===== src/rtl/core/itoa_pkg.sv =====
// ----------------------------------------------------------------------------
// itoa_pkg
// Shared types and constants for the signed decimal text formatter.
// ----------------------------------------------------------------------------
package itoa_pkg;

  localparam int unsigned ValueW     = 32;
  localparam int unsigned CharW      = 6;
  localparam int unsigned DigitW     = 4;
  localparam int unsigned MaxDigits  = 10;
  localparam int unsigned PosW       = $clog2(MaxDigits);
  localparam int unsigned QueueDepth = 2;

  localparam logic [CharW-1:0]  AsciiZero  = 6'd48;
  localparam logic [CharW-1:0]  AsciiMinus = 6'd45;
  localparam logic [ValueW-1:0] Radix      = 32'd10;
  localparam logic [63:0]       Recip10    = 64'h0000_0000_CCCC_CCCD;
  localparam int unsigned       RecipShift = 35;

  typedef struct packed {
    logic              neg;
    logic [ValueW-1:0] mag;
  } item_t;

  typedef struct packed {
    logic full;
    logic empty;
  } q_status_t;

  typedef enum logic [1:0] {
    ST_IDLE,
    ST_DIVIDE,
    ST_SIGN,
    ST_EMIT
  } state_t;

endpackage


===== src/rtl/core/itoa_queue.sv =====
// ----------------------------------------------------------------------------
// itoa_queue
// Small first-in first-out queue between the front and the back.
// ----------------------------------------------------------------------------
module itoa_queue #(
  parameter int unsigned DEPTH = itoa_pkg::QueueDepth
) (
  input  logic                clk,
  input  logic                rst,
  input  logic                push,
  input  itoa_pkg::item_t     push_item,
  input  logic                pop,
  output itoa_pkg::item_t     pop_item,
  output itoa_pkg::q_status_t q_status
);

  localparam int unsigned PtrW = $clog2(DEPTH);
  localparam int unsigned CntW = $clog2(DEPTH + 1);
  localparam logic [PtrW-1:0] LastPtr = PtrW'(DEPTH - 1);
  localparam logic [CntW-1:0] FullCnt = CntW'(DEPTH);

  itoa_pkg::item_t mem [DEPTH];
  logic [PtrW-1:0] wr_ptr;
  logic [PtrW-1:0] rd_ptr;
  logic [CntW-1:0] count;
  logic            do_push;
  logic            do_pop;

  assign q_status.full  = (count == FullCnt);
  assign q_status.empty = (count == '0);
  assign do_push        = push && !q_status.full;
  assign do_pop         = pop && !q_status.empty;
  assign pop_item       = mem[rd_ptr];

  always_ff @(posedge clk) begin
    if (do_push) begin
      mem[wr_ptr] <= push_item;
    end
  end

  always_ff @(posedge clk) begin
    if (rst) begin
      wr_ptr <= '0;
      rd_ptr <= '0;
      count  <= '0;
    end else begin
      if (do_push) begin
        wr_ptr <= (wr_ptr == LastPtr) ? '0 : wr_ptr + 1'b1;
      end
      if (do_pop) begin
        rd_ptr <= (rd_ptr == LastPtr) ? '0 : rd_ptr + 1'b1;
      end
      case ({do_push, do_pop})
        2'b10:   count <= count + 1'b1;
        2'b01:   count <= count - 1'b1;
        default: count <= count;
      endcase
    end
  end

endmodule


===== config.mk =====
export PLATFORM = sky130hd
export DESIGN_NAME = itoa_queue
export DESIGN_NICKNAME = d
export VERILOG_FILES = /design/src/rtl/core/itoa_pkg.sv /design/src/rtl/core/itoa_queue.sv
export SDC_FILE = /design/constraint.sdc
export NUM_CORES = 1
export LEC_CHECK = 0
export BUFFER_PORTS_ARGS = -buffer_cell sky130_fd_sc_hd__buf_2
export CORE_MARGIN = 5
export CORE_UTILIZATION = 46
export DETAILED_ROUTE_END_ITERATION = 7
export PLACE_DENSITY = 0.82
export SYNTH_ARGS = -nofsm -noshare
export SYNTH_HDL_FRONTEND = slang
export SYNTH_SLANG_ARGS = --single-unit

===== constraint.sdc =====
create_clock -name clk -period 2.2 [get_ports clk]
set_clock_uncertainty 0.15 [all_clocks]
set_input_delay 0.22 -clock clk [delete_from_list [all_inputs] [get_ports clk]]
set_output_delay 0.22 -clock clk [all_outputs]
set_load 0.05 [all_outputs]

==> impl_metrics.json <==
{
  "grt_pass1_wl_um": 8100,
  "dp.cells": 272,
  "cts-resized-gates": 0,
  "layout_common_cells": "71 x buf_2, 66 x edfxtp_1, 34 x dlygate4sd3_1",
  "grt_max_degree": 34,
  "num_vias": 1519,
  "mostFrequentLayoutCell": "buf_2",
  "crit_path_end": "mem[0][16]",
  "p_leak_nw": 1.37,
  "ys_warn_count": 0,
  "postCtsSetupBuffers": 0,
  "ys_async_sr_fraction": 0,
  "antenna_found_initial": 0,
  "fp.dieH_um": 85.1,
  "die_w_um": 85.1,
  "drc_errors": 0,
  "crit_start": "count[0]",
  "ir_drop_uv": 864,
  "grt_pass1_vias": 1705,
  "syn2layout_area_growth_pct": 37.8,
  "critPathKind": "register to register",
  "avgSynthCellArea_sq_um": 20.1,
  "wire_per_inst_um": 15.5,
  "synth-seq-area-share": 0.802,
  "cp_data_required_time_ns": 2.08,
  "timing.final.max_slew_violations": 0,
  "syn_inst": 129,
  "ys_seq_elements": 71,
  "r2r_end": "mem[0][16]",
  "dpl.hpwl_um": 3080,
  "io_pins": 72,
  "firstDrtPassIters": 4,
  "nets": 283,
  "worstHoldPathType": "input pin to register",
  "total_power_w": 0.00437,
  "antenna_cells": 0,
  "multi_input_area_sq_um": 484,
  "via_per_inst": 4.72,
  "max_freq_mhz": 539,
  "track_usage": 0.150,
  "p_per_area_nw_per_um2": 1220,
  "drive_above_1_share": 0.432,
  "finalHoldViolCount": 0,
  "cts_tree": "yes",
  "seq_area_sq_um": 2080,
  "setup_viol": 0,
  "final_util": 0.650,
  "max_slew_margin": 0.713,
  "worst_pin_slew_ns": 0.430,
  "clockBufferDepth": 2,
  "critPathMaxFanout": 9,
  "synth_fp_nets": 167,
  "crit_arrival_ns": 1.73,
  "core_sq_um": 5510,
  "fin_crit_ns": 1.86,
  "numCtsBuffers": 9,
  "clk_latency_ns": 0.32,
  "regToRegSetupSlack_ns": 0.34,
  "num_rows": 27,
  "r2r-start": "count[0]",
  "die_area_sq_um": 7250,
  "worstSetupStartpointType": "register",
  "fin_cells": 322,
  "end_kind": "register",
  "post-route-period-util": 0.843,
  "status": "completed",
  "io_buffers": 71,
  "drv_cap": 0,
  "rsz0062_at_grt": "false",
  "initial_core_util": 0.471,
  "tns_ns": 0,
  "reg2reg_depth": 5,
  "place_congestion": 0.707,
  "synth_edf_count": 66,
  "synthDistinctLibCells": 19,
  "cts.sink_count": 71,
  "root_buffer": "clkbuf_8",
  "overflow": 0,
  "nFillCells": 385,
  "synth_ff_type": "edfxtp_1",
  "clkSlewWorstSetupHoldPaths_ns": 0.07,
  "synth_area_sq_um": 2600,
  "drt_iter0_markers": 70,
  "ant_nets": 0,
  "wirelength_um": 5010,
  "cts_max_level": 3
}
## where the power goes
part | switching [W] | leakage (nW) | internal, W | total, W
logic | 0.00125 | 0.632 | 0.000527 | 0.00178
clock network | 0.000415 | 0.0782 | 0.000398 | 0.000812
registers | 0.0000660 | 0.659 | 0.00171 | 0.00177
total | 0.00173 | 1.37 | 0.00263 | 0.00437
## cell usage after synthesis (2+ instances only)
library cell	instances	share of area
xnor2_1	2	0.0067
mux2_2	18	0.078
mux2_1	15	0.065
a21oi_1	2	0.0039
o21ai_0	2	0.0039
inv_1	2	0.0029
dfxtp_1	5	0.039
buf_2	3	0.0058
nor2_1	4	0.0058
edfxtp_1	66	0.76
or3_1	2	0.0048
## flip-flops by register name, indices dropped and copies added (netlist names), named ones only
| signal | count |
|---|---|
| mem | 66 |
| count | 2 |
| rd_ptr | 1 |
| wr_ptr | 1 |
## area by class of cell
| type | instances | area share |
|---|---|---|
| Clock buffer | 11 | 0.0367 |
| Clock inverter | 5 | 0.00699 |
| Inverter | 3 | 0.00420 |
| Multi-Input combinational cell | 51 | 0.135 |
| Sequential cell | 71 | 0.582 |
| Tap cell | 72 | 0.0252 |
| Timing Repair Buffer | 109 | 0.210 |
## cell families (layout without fill, tap and decap cells)
group	after synthesis	after routing	share of synthesized area
mux	33	33	0.143
compound gates	5	5	0.0106
xor+xnor	3	3	0.0101
flops	71	71	0.802
simple gates	9	9	0.0178
buf+inv	7	128	0.0116
fa+ha+maj	1	1	0.00482
## metal layers
layer / GRT usage / part of all wire
met3: 0.0350 / 0.053
met4: 0.0950 / 0.036
met5: 0 / 0
met2: 0.263 / 0.54
met1: 0.163 / 0.37
## per-stage QoR
step | setup slack [ns] | hold slack [ns] | instance area, sq um
floorplan | 0.247 | 0.139 | 2600
global placement | 0.404 | 0.260 | 3080
detailed placement | 0.336 | 0.261 | 3080
global route | 0.269 | 0.198 | 3580
CTS | 0.318 | 0.139 | 3580
finish | 0.345 | 0.146 | 3580
## critical path: stages, from the launching register on
cell	delay (ns)
dfxtp_1	0.42
nand2b_2	0.18
inv_2	0.04
or3_1	0.36
clkinvlp_4	0.19
buf_4	0.22
## worst min-delay path by stage
stage | from | end | slack (ns) | depth (start not counted)
after CTS | push | wr_ptr | 0.14 | 4
after global placement | push_item[19] | mem[0][19] | 0.26 | 1
after detailed placement | push_item[17] | mem[1][17] | 0.26 | 1
after floorplan | rst | count[1] | 0.14 | 1
final | push | wr_ptr | 0.15 | 4
after global routing | push | wr_ptr | 0.20 | 4
## repair_timing
action	4_1_cts	5_1_grt
hold buffers	34	0
hold endpoints to repair	71	0
setup endpoints to repair	0	0
(Power assumes the default switching activity.)
