--- src/rtl/core/itoa_pkg.sv ---
// ----------------------------------------------------------------------------
// itoa_pkg
// Shared types and constants for the signed decimal text formatter.
// ----------------------------------------------------------------------------
package itoa_pkg;

  localparam int unsigned ValueW     = 32;
  localparam int unsigned CharW      = 6;
  localparam int unsigned DigitW     = 4;
  localparam int unsigned MaxDigits  = 10;
  localparam int unsigned PosW       = $clog2(MaxDigits);
  localparam int unsigned QueueDepth = 2;

  localparam logic [CharW-1:0]  AsciiZero  = 6'd48;
  localparam logic [CharW-1:0]  AsciiMinus = 6'd45;
  localparam logic [ValueW-1:0] Radix      = 32'd10;
  localparam logic [63:0]       Recip10    = 64'h0000_0000_CCCC_CCCD;
  localparam int unsigned       RecipShift = 35;

  typedef struct packed {
    logic              neg;
    logic [ValueW-1:0] mag;
  } item_t;

  typedef struct packed {
    logic full;
    logic empty;
  } q_status_t;

  typedef enum logic [1:0] {
    ST_IDLE,
    ST_DIVIDE,
    ST_SIGN,
    ST_EMIT
  } state_t;

endpackage

--- src/rtl/core/itoa_front.sv ---
// ----------------------------------------------------------------------------
// itoa_front
// Accepts an item and splits it into a sign flag and an unsigned magnitude.
// ----------------------------------------------------------------------------
module itoa_front (
  input  logic                              start,
  input  itoa_pkg::q_status_t               q_status,
  input  logic signed [itoa_pkg::ValueW-1:0] value,
  output logic                              busy,
  output logic                              push,
  output itoa_pkg::item_t                   push_item
);

  logic [itoa_pkg::ValueW-1:0] raw;

  assign raw            = value;
  assign busy           = q_status.full;
  assign push           = start && !q_status.full;
  assign push_item.neg  = raw[itoa_pkg::ValueW-1];
  // The negation wraps the most negative value onto its true magnitude.
  assign push_item.mag  = raw[itoa_pkg::ValueW-1] ? (~raw + 1'b1) : raw;

endmodule

--- config.mk ---
export PLATFORM = sky130hd
export DESIGN_NAME = itoa_front
export DESIGN_NICKNAME = d
export VERILOG_FILES = /design/src/rtl/core/itoa_pkg.sv /design/src/rtl/core/itoa_front.sv
export SDC_FILE = /design/constraint.sdc
export NUM_CORES = 1
export LEC_CHECK = 0
export BUFFER_PORTS_ARGS = -buffer_cell sky130_fd_sc_hd__buf_4
export CAP_MARGIN = 30
export CORE_MARGIN = 2
export CORE_UTILIZATION = 44
export DETAILED_ROUTE_END_ITERATION = 10
export PLACE_DENSITY_LB_ADDON = 0.1
export SETUP_SLACK_MARGIN = 0.15
export SYNTH_ARGS = -nofsm -noshare
export SYNTH_HDL_FRONTEND = slang
export SYNTH_SLANG_ARGS = --single-unit
export TNS_END_PERCENT = 1
--- constraint.sdc ---
create_clock -name vclk -period 2.6
set_input_delay 0.39 -clock vclk [all_inputs]
set_output_delay 0.39 -clock vclk [all_outputs]
set_load 0.03 [all_outputs]
==> impl_metrics.toml, run 1 <==
[run_status]
status = "completed"

[synth]
yosysWarnings = 0
synth_nets = 138
ys_seq_area_share_pct = 0
ys_top_cells_by_area = "xnor2_1 32%, o41ai_2 14%, o31ai_1 9.4%"
avgSynthCellArea_um2 = 7.86
synth_top_area_cell = "xnor2_1"
syn_area_um2 = 802
synth_top_area_share_pct = 31.7
yosys.cell_types.count = 27
postSynthCellCount = 102

[power_and_ir_drop]
irDropWorstVdd_mv = 0.210
clockPowerShare_pct = 0
p_int_uw = 144
comb_power_share_pct = 100.0
switchingPower_uw = 199
leakagePower_nw = 0.531
p_seq_share_pct = 0
netSwitchingFraction_pct = 57.9
total_power_uw = 343
pwr_density_cell_mw_per_mm2 = 260

[timing]
tightest_slew_ns = 0.449
fin_crit_sh_pct = 91.5
grt_setup_unrepaired = "true"
hold_ws_ns = 1.01
period_needed_ns = 2.38
finalHoldViolations = 0
max-slew-margin-rel_pct = 70.0
setup_tns_ns = 0
clock.fmax_mhz = 420
setup_viol = 0
drv_slew = 0

[place]
gp_congestion = 0.741
hpwl_um = 1980
portBuffers = 69

[worst_setup_path]
crit_slowest_cell = "nor4_4"
cp.required_ns = 2.21
crit_top_cell = "buf_4"
cp-start-kind = "input pin"
criticalPathCategory = "input pin to output pin"
cpPeakStageDelay_ns = 0.45
critical_path.startpoint = "value[8]"
cp_max_fo = 9
critPathCaptureType = "output pin"
path_cells = "buf_4 -> nor4_4 -> nand3_4 -> o41ai_2 -> xnor2_1 -> buf_4"
crit_buf_inv = 2
critical_path.top_delay_family = "simple AND/OR/NAND/NOR gates"
worstPathArrival_ns = 1.99

[hold_path]
min-delay-start = "q_status[1]"
hp-class = "input pin to output pin"

[global_routing]
grt_pass1_vias = 880
grt_overflow = 0
grt_util_all_layers_pct = 22.5
antenna_found_initial = 0
grt_pass1_wl_um = 3730
grt_max_degree = 34

[die]
pin_count = 70
core_region_area_mm2 = 0.00173
initial_core_util_pct = 46.4
rows = 15
die_area_mm2 = 0.00218
die_y_um = 46.7
die_w_um = 46.7

[cells_and_area]
final-seq-area_um2 = 0
nets = 202
drive_gt1_share_pct = 51.2
multiInputGateArea_um2 = 763
final_util_pct = 76.4
diodes = 0
flops_and_latches = 0
syn_to_final_growth_pct = 64.6
fillers = 146
nClkBuffers = 0

[drt]
via_per_inst = 5.26
totalWireLength_um = 2400
drc = 0
drt_iter0_drc = 17
route.vias.total = 995
first_pass_iters = 4
detail-route-antenna-nets = 0
wire_per_inst_um = 12.7

[job]
cap_violations = 0

[clock_tree]
cts_setup_buffers = 0
-- what timing repair did --
item,CTS,global route
gates resized for setup,0,1
hold buffers,0,0
setup endpoints to repair,0,4
-- cells in the final DEF, fill, tap and decap left out --
| cell | netlist | routed |
|---|---|---|
| or3_1 | 1 | 1 |
| o31ai_1 | 10 | 10 |
| xnor2_1 | 29 | 29 |
| nand4_2 | 1 | 1 |
| nand4_1 | 1 | 1 |
| nor2_1 | 4 | 4 |
| o41ai_2 | 7 | 7 |
| nor3_1 | 2 | 2 |
| buf_4 | 3 | 69 |
| nor3_2 | 1 | 1 |
| or2_2 | 1 | 1 |
| nor4_1 | 3 | 2 |
| o41ai_1 | 1 | 1 |
| nand2_1 | 11 | 11 |
| nand3_1 | 2 | 2 |
| nand3_4 | 1 | 1 |
| ha_1 | 1 | 1 |
| nand3b_1 | 2 | 2 |
| or2b_1 | 1 | 1 |
| nand2b_1 | 4 | 4 |
| nor2b_1 | 1 | 1 |
| nor4_2 | 1 | 2 |
| nor4_4 | 2 | 2 |
| o21ai_0 | 6 | 6 |
| inv_1 | 2 | 2 |
-- kinds of logic after synthesis --
| kind of cell | synth area share (%) |
|---|---|
| and+or+nand+nor | 32.8 |
| xor gates and xnor gates | 31.7 |
| AOI/OAI and AO/OA | 28.4 |
| buffers and inverters | 5.62 |
| adders and majority gates | 1.56 |
-- final timing paths --
| check | endpoint | slack [ns] | depth (start not counted) |
|---|---|---|---|
| min | busy | 1.01 | 2 |
| max | push_item[20] | 0.22 | 6 |
-- cells in the mapped netlist (2+ instances only) --
cell type / instances
buf_1: 2
buf_4: 3
clkbuf_1: 2
inv_1: 2
nand2_1: 11
nand2b_1: 4
nand3_1: 2
nand3b_1: 2
nor2_1: 4
nor3_1: 2
nor4_1: 3
nor4_4: 2
o21ai_0: 6
o31ai_1: 10
o41ai_2: 7
xnor2_1: 29
-- through the flow --
step | std cells | instance area (um^2) | worst slack, ns
2_1_floorplan | 102 | 802 | 0.156
3_3_place_gp | 189 | 1310 | 0.240
3_5_place_dp | 189 | 1310 | 0.185
4_1_cts | 189 | 1310 | 0.185
5_1_grt | 189 | 1320 | 0.132
6_report | 189 | 1320 | 0.221
-- per-layer routing --
| layer | global-route usage [%] | wire length, um |
|---|---|---|
| met1 | 29.0 | 973 |
| met2 | 42.5 | 1250 |
| met3 | 1.18 | 167 |
| met4 | 1.67 | 0 |
| met5 | 0 | 0 |
-- layout make-up --
type	instances	share of cell area, %
tap	25	2.37
timing repair buffer	69	39.2
multi-input combinational	93	57.8
inverter	2	0.569
-- power groups by stage --
stage	combinational [mW]	sequential, mW	clock, mW
after CTS	0.344	0	0
final	0.343	0	0
after floorplan	0.195	0	0
after global placement	0.338	0	0
after global routing	0.364	0	0
after detailed placement	0.343	0	0
No activity file was read; power rests on OpenSTA's default activity.
==> run 2: changes to the inputs <==
--- a/config.mk
+++ b/config.mk
@@ -5,12 +5,14 @@
 export SDC_FILE = /design/constraint.sdc
 export NUM_CORES = 1
 export LEC_CHECK = 0
+export ABC_CLOCK_PERIOD_IN_PS = 2600
 export BUFFER_PORTS_ARGS = -buffer_cell sky130_fd_sc_hd__buf_4
 export CAP_MARGIN = 30
 export CORE_MARGIN = 2
 export CORE_UTILIZATION = 44
 export DETAILED_ROUTE_END_ITERATION = 10
 export PLACE_DENSITY_LB_ADDON = 0.1
+export RECOVER_POWER = 25
 export SETUP_SLACK_MARGIN = 0.15
 export SYNTH_ARGS = -nofsm -noshare
 export SYNTH_HDL_FRONTEND = slang
==> run 2 against run 1 <==
Sequential share of layout area is the same. Final area shrank 2.0%. Worst hold slack better by 0.082 ns. Critical endpoint unchanged. Via count is 0.20% lower. Count of clock-buffer cells in the layout did not move. Global-route usage is the same. Maximum frequency unchanged. Combinational power fell by 2%. Largest power group unchanged. Routed wire length rose by 0.21%. Critical path depth unchanged.
==> impl_metrics.toml, run 2 (same netlist as run 1, synthesis figures left out) <==
[run_status]
status = "completed"

[drt]
via_per_inst = 5.25
drt_iter0_drc = 16
totalWireLength_um = 2400
first_pass_iters = 4
detail-route-antenna-nets = 0
wire_per_inst_um = 12.7
drc = 0
route.vias.total = 993

[timing]
period_needed_ns = 2.38
max-slew-margin-rel_pct = 70.0
grt_setup_unrepaired = "true"
setup_slack_ns = 0.221
setup_viol = 0
fin_crit_sh_pct = 91.5
clock.fmax_mhz = 420
finalHoldViolations = 0
setup_tns_ns = 0
tightest_slew_ns = 0.449
drv_slew = 0

[worst_setup_path]
worstPathArrival_ns = 1.99
crit_top_cell = "buf_4"
criticalPathCategory = "input pin to output pin"
crit_buf_inv = 2
path_cells = "buf_4 -> nor4_4 -> nand3_4 -> o41ai_2 -> xnor2_1 -> buf_4"
cpPeakStageDelay_ns = 0.45
critPathCaptureType = "output pin"
critical_path.top_delay_family = "simple AND/OR/NAND/NOR gates"
critical_path.startpoint = "value[8]"
crit_slowest_cell = "nor4_4"
cp_max_fo = 9
cp-start-kind = "input pin"
cp.required_ns = 2.21

[place]
hpwl_um = 1980
dpl_worst_slack_ns = 0.185
gp_congestion = 0.741
portBuffers = 69

[global_routing]
grt_pass1_wl_um = 3730
grt_util_all_layers_pct = 22.5
antenna_found_initial = 0
grt_overflow = 0
grt_max_degree = 34
grt_pass1_vias = 880

[cells_and_area]
drive_gt1_share_pct = 47.0
nets = 202
layout_common_cells = "62 x buf_4, 29 x xnor2_1, 11 x nand2_1"
final-seq-area_um2 = 0
mostFrequentLayoutCell = "buf_4"
diodes = 0
final_util_pct = 74.9
syn_to_final_growth_pct = 61.3
nClkBuffers = 0
flops_and_latches = 0

[die]
initial_core_util_pct = 46.4
pin_count = 70
die_w_um = 46.7
core_region_area_mm2 = 0.00173
die_y_um = 46.7
rows = 15
die_area_mm2 = 0.00218

[clock_tree]
postCtsHoldBufs = 0
cts_setup_buffers = 0

[power_and_ir_drop]
irDropWorstVdd_mv = 0.198
leakagePower_nw = 0.505
pwr_density_cell_mw_per_mm2 = 259
total_power_uw = 335

[hold_path]
min-delay-start = "value[27]"
hp-class = "input pin to output pin"

[job]
cap_violations = 0
run 2: changes by cell type in the layout (fill, tap and decap cells not counted), sizes merged:
cell,change
buf,-7
clkbuf,+7
run 2: final cells by class:
cell class / instances / area (um^2)
Timing Repair Buffer: 69 / 492
Multi-Input combinational cell: 93 / 763
Fill cell: 155 / 433
Inverter: 2 / 7.51
Tap cell: 25 / 31.3
run 2: power breakdown:
group / switching, mW / total [mW] / internal [mW]
Combinational: 0.199 / 0.335 / 0.137
Clock: 0 / 0 / 0
Sequential: 0 / 0 / 0
Total: 0.199 / 0.335 / 0.137
run 2: per-layer routing:
layer	vias up	part of all wire [%]	track usage [%]
met5	-	0	0
met3	0	6.9	1.18
met4	0	0	1.67
li1	502	-	-
met2	46	52	42.5
met1	445	41	29.0
run 2: worst paths after layout:
kind | slack (ns) | to | depth (start not counted)
setup / recovery | 0.22 | push_item[20] | 6
hold / removal | 1.09 | push_item[27] | 3
run 2: per-stage QoR:
stage                     instances  hold WS (ns)  instance area [um^2]
after detailed placement        189          1.01                  1310
after global placement          189          1.01                  1310
after floorplan                 102         0.890                   802
final                           189          1.09                  1290
after CTS                       189          1.01                  1310
after global routing            189          1.10                  1290
run 2: what timing repair did:
item,CTS,global route
hold endpoints to repair,0,0
gates resized for setup,0,1
setup endpoints to repair,0,4
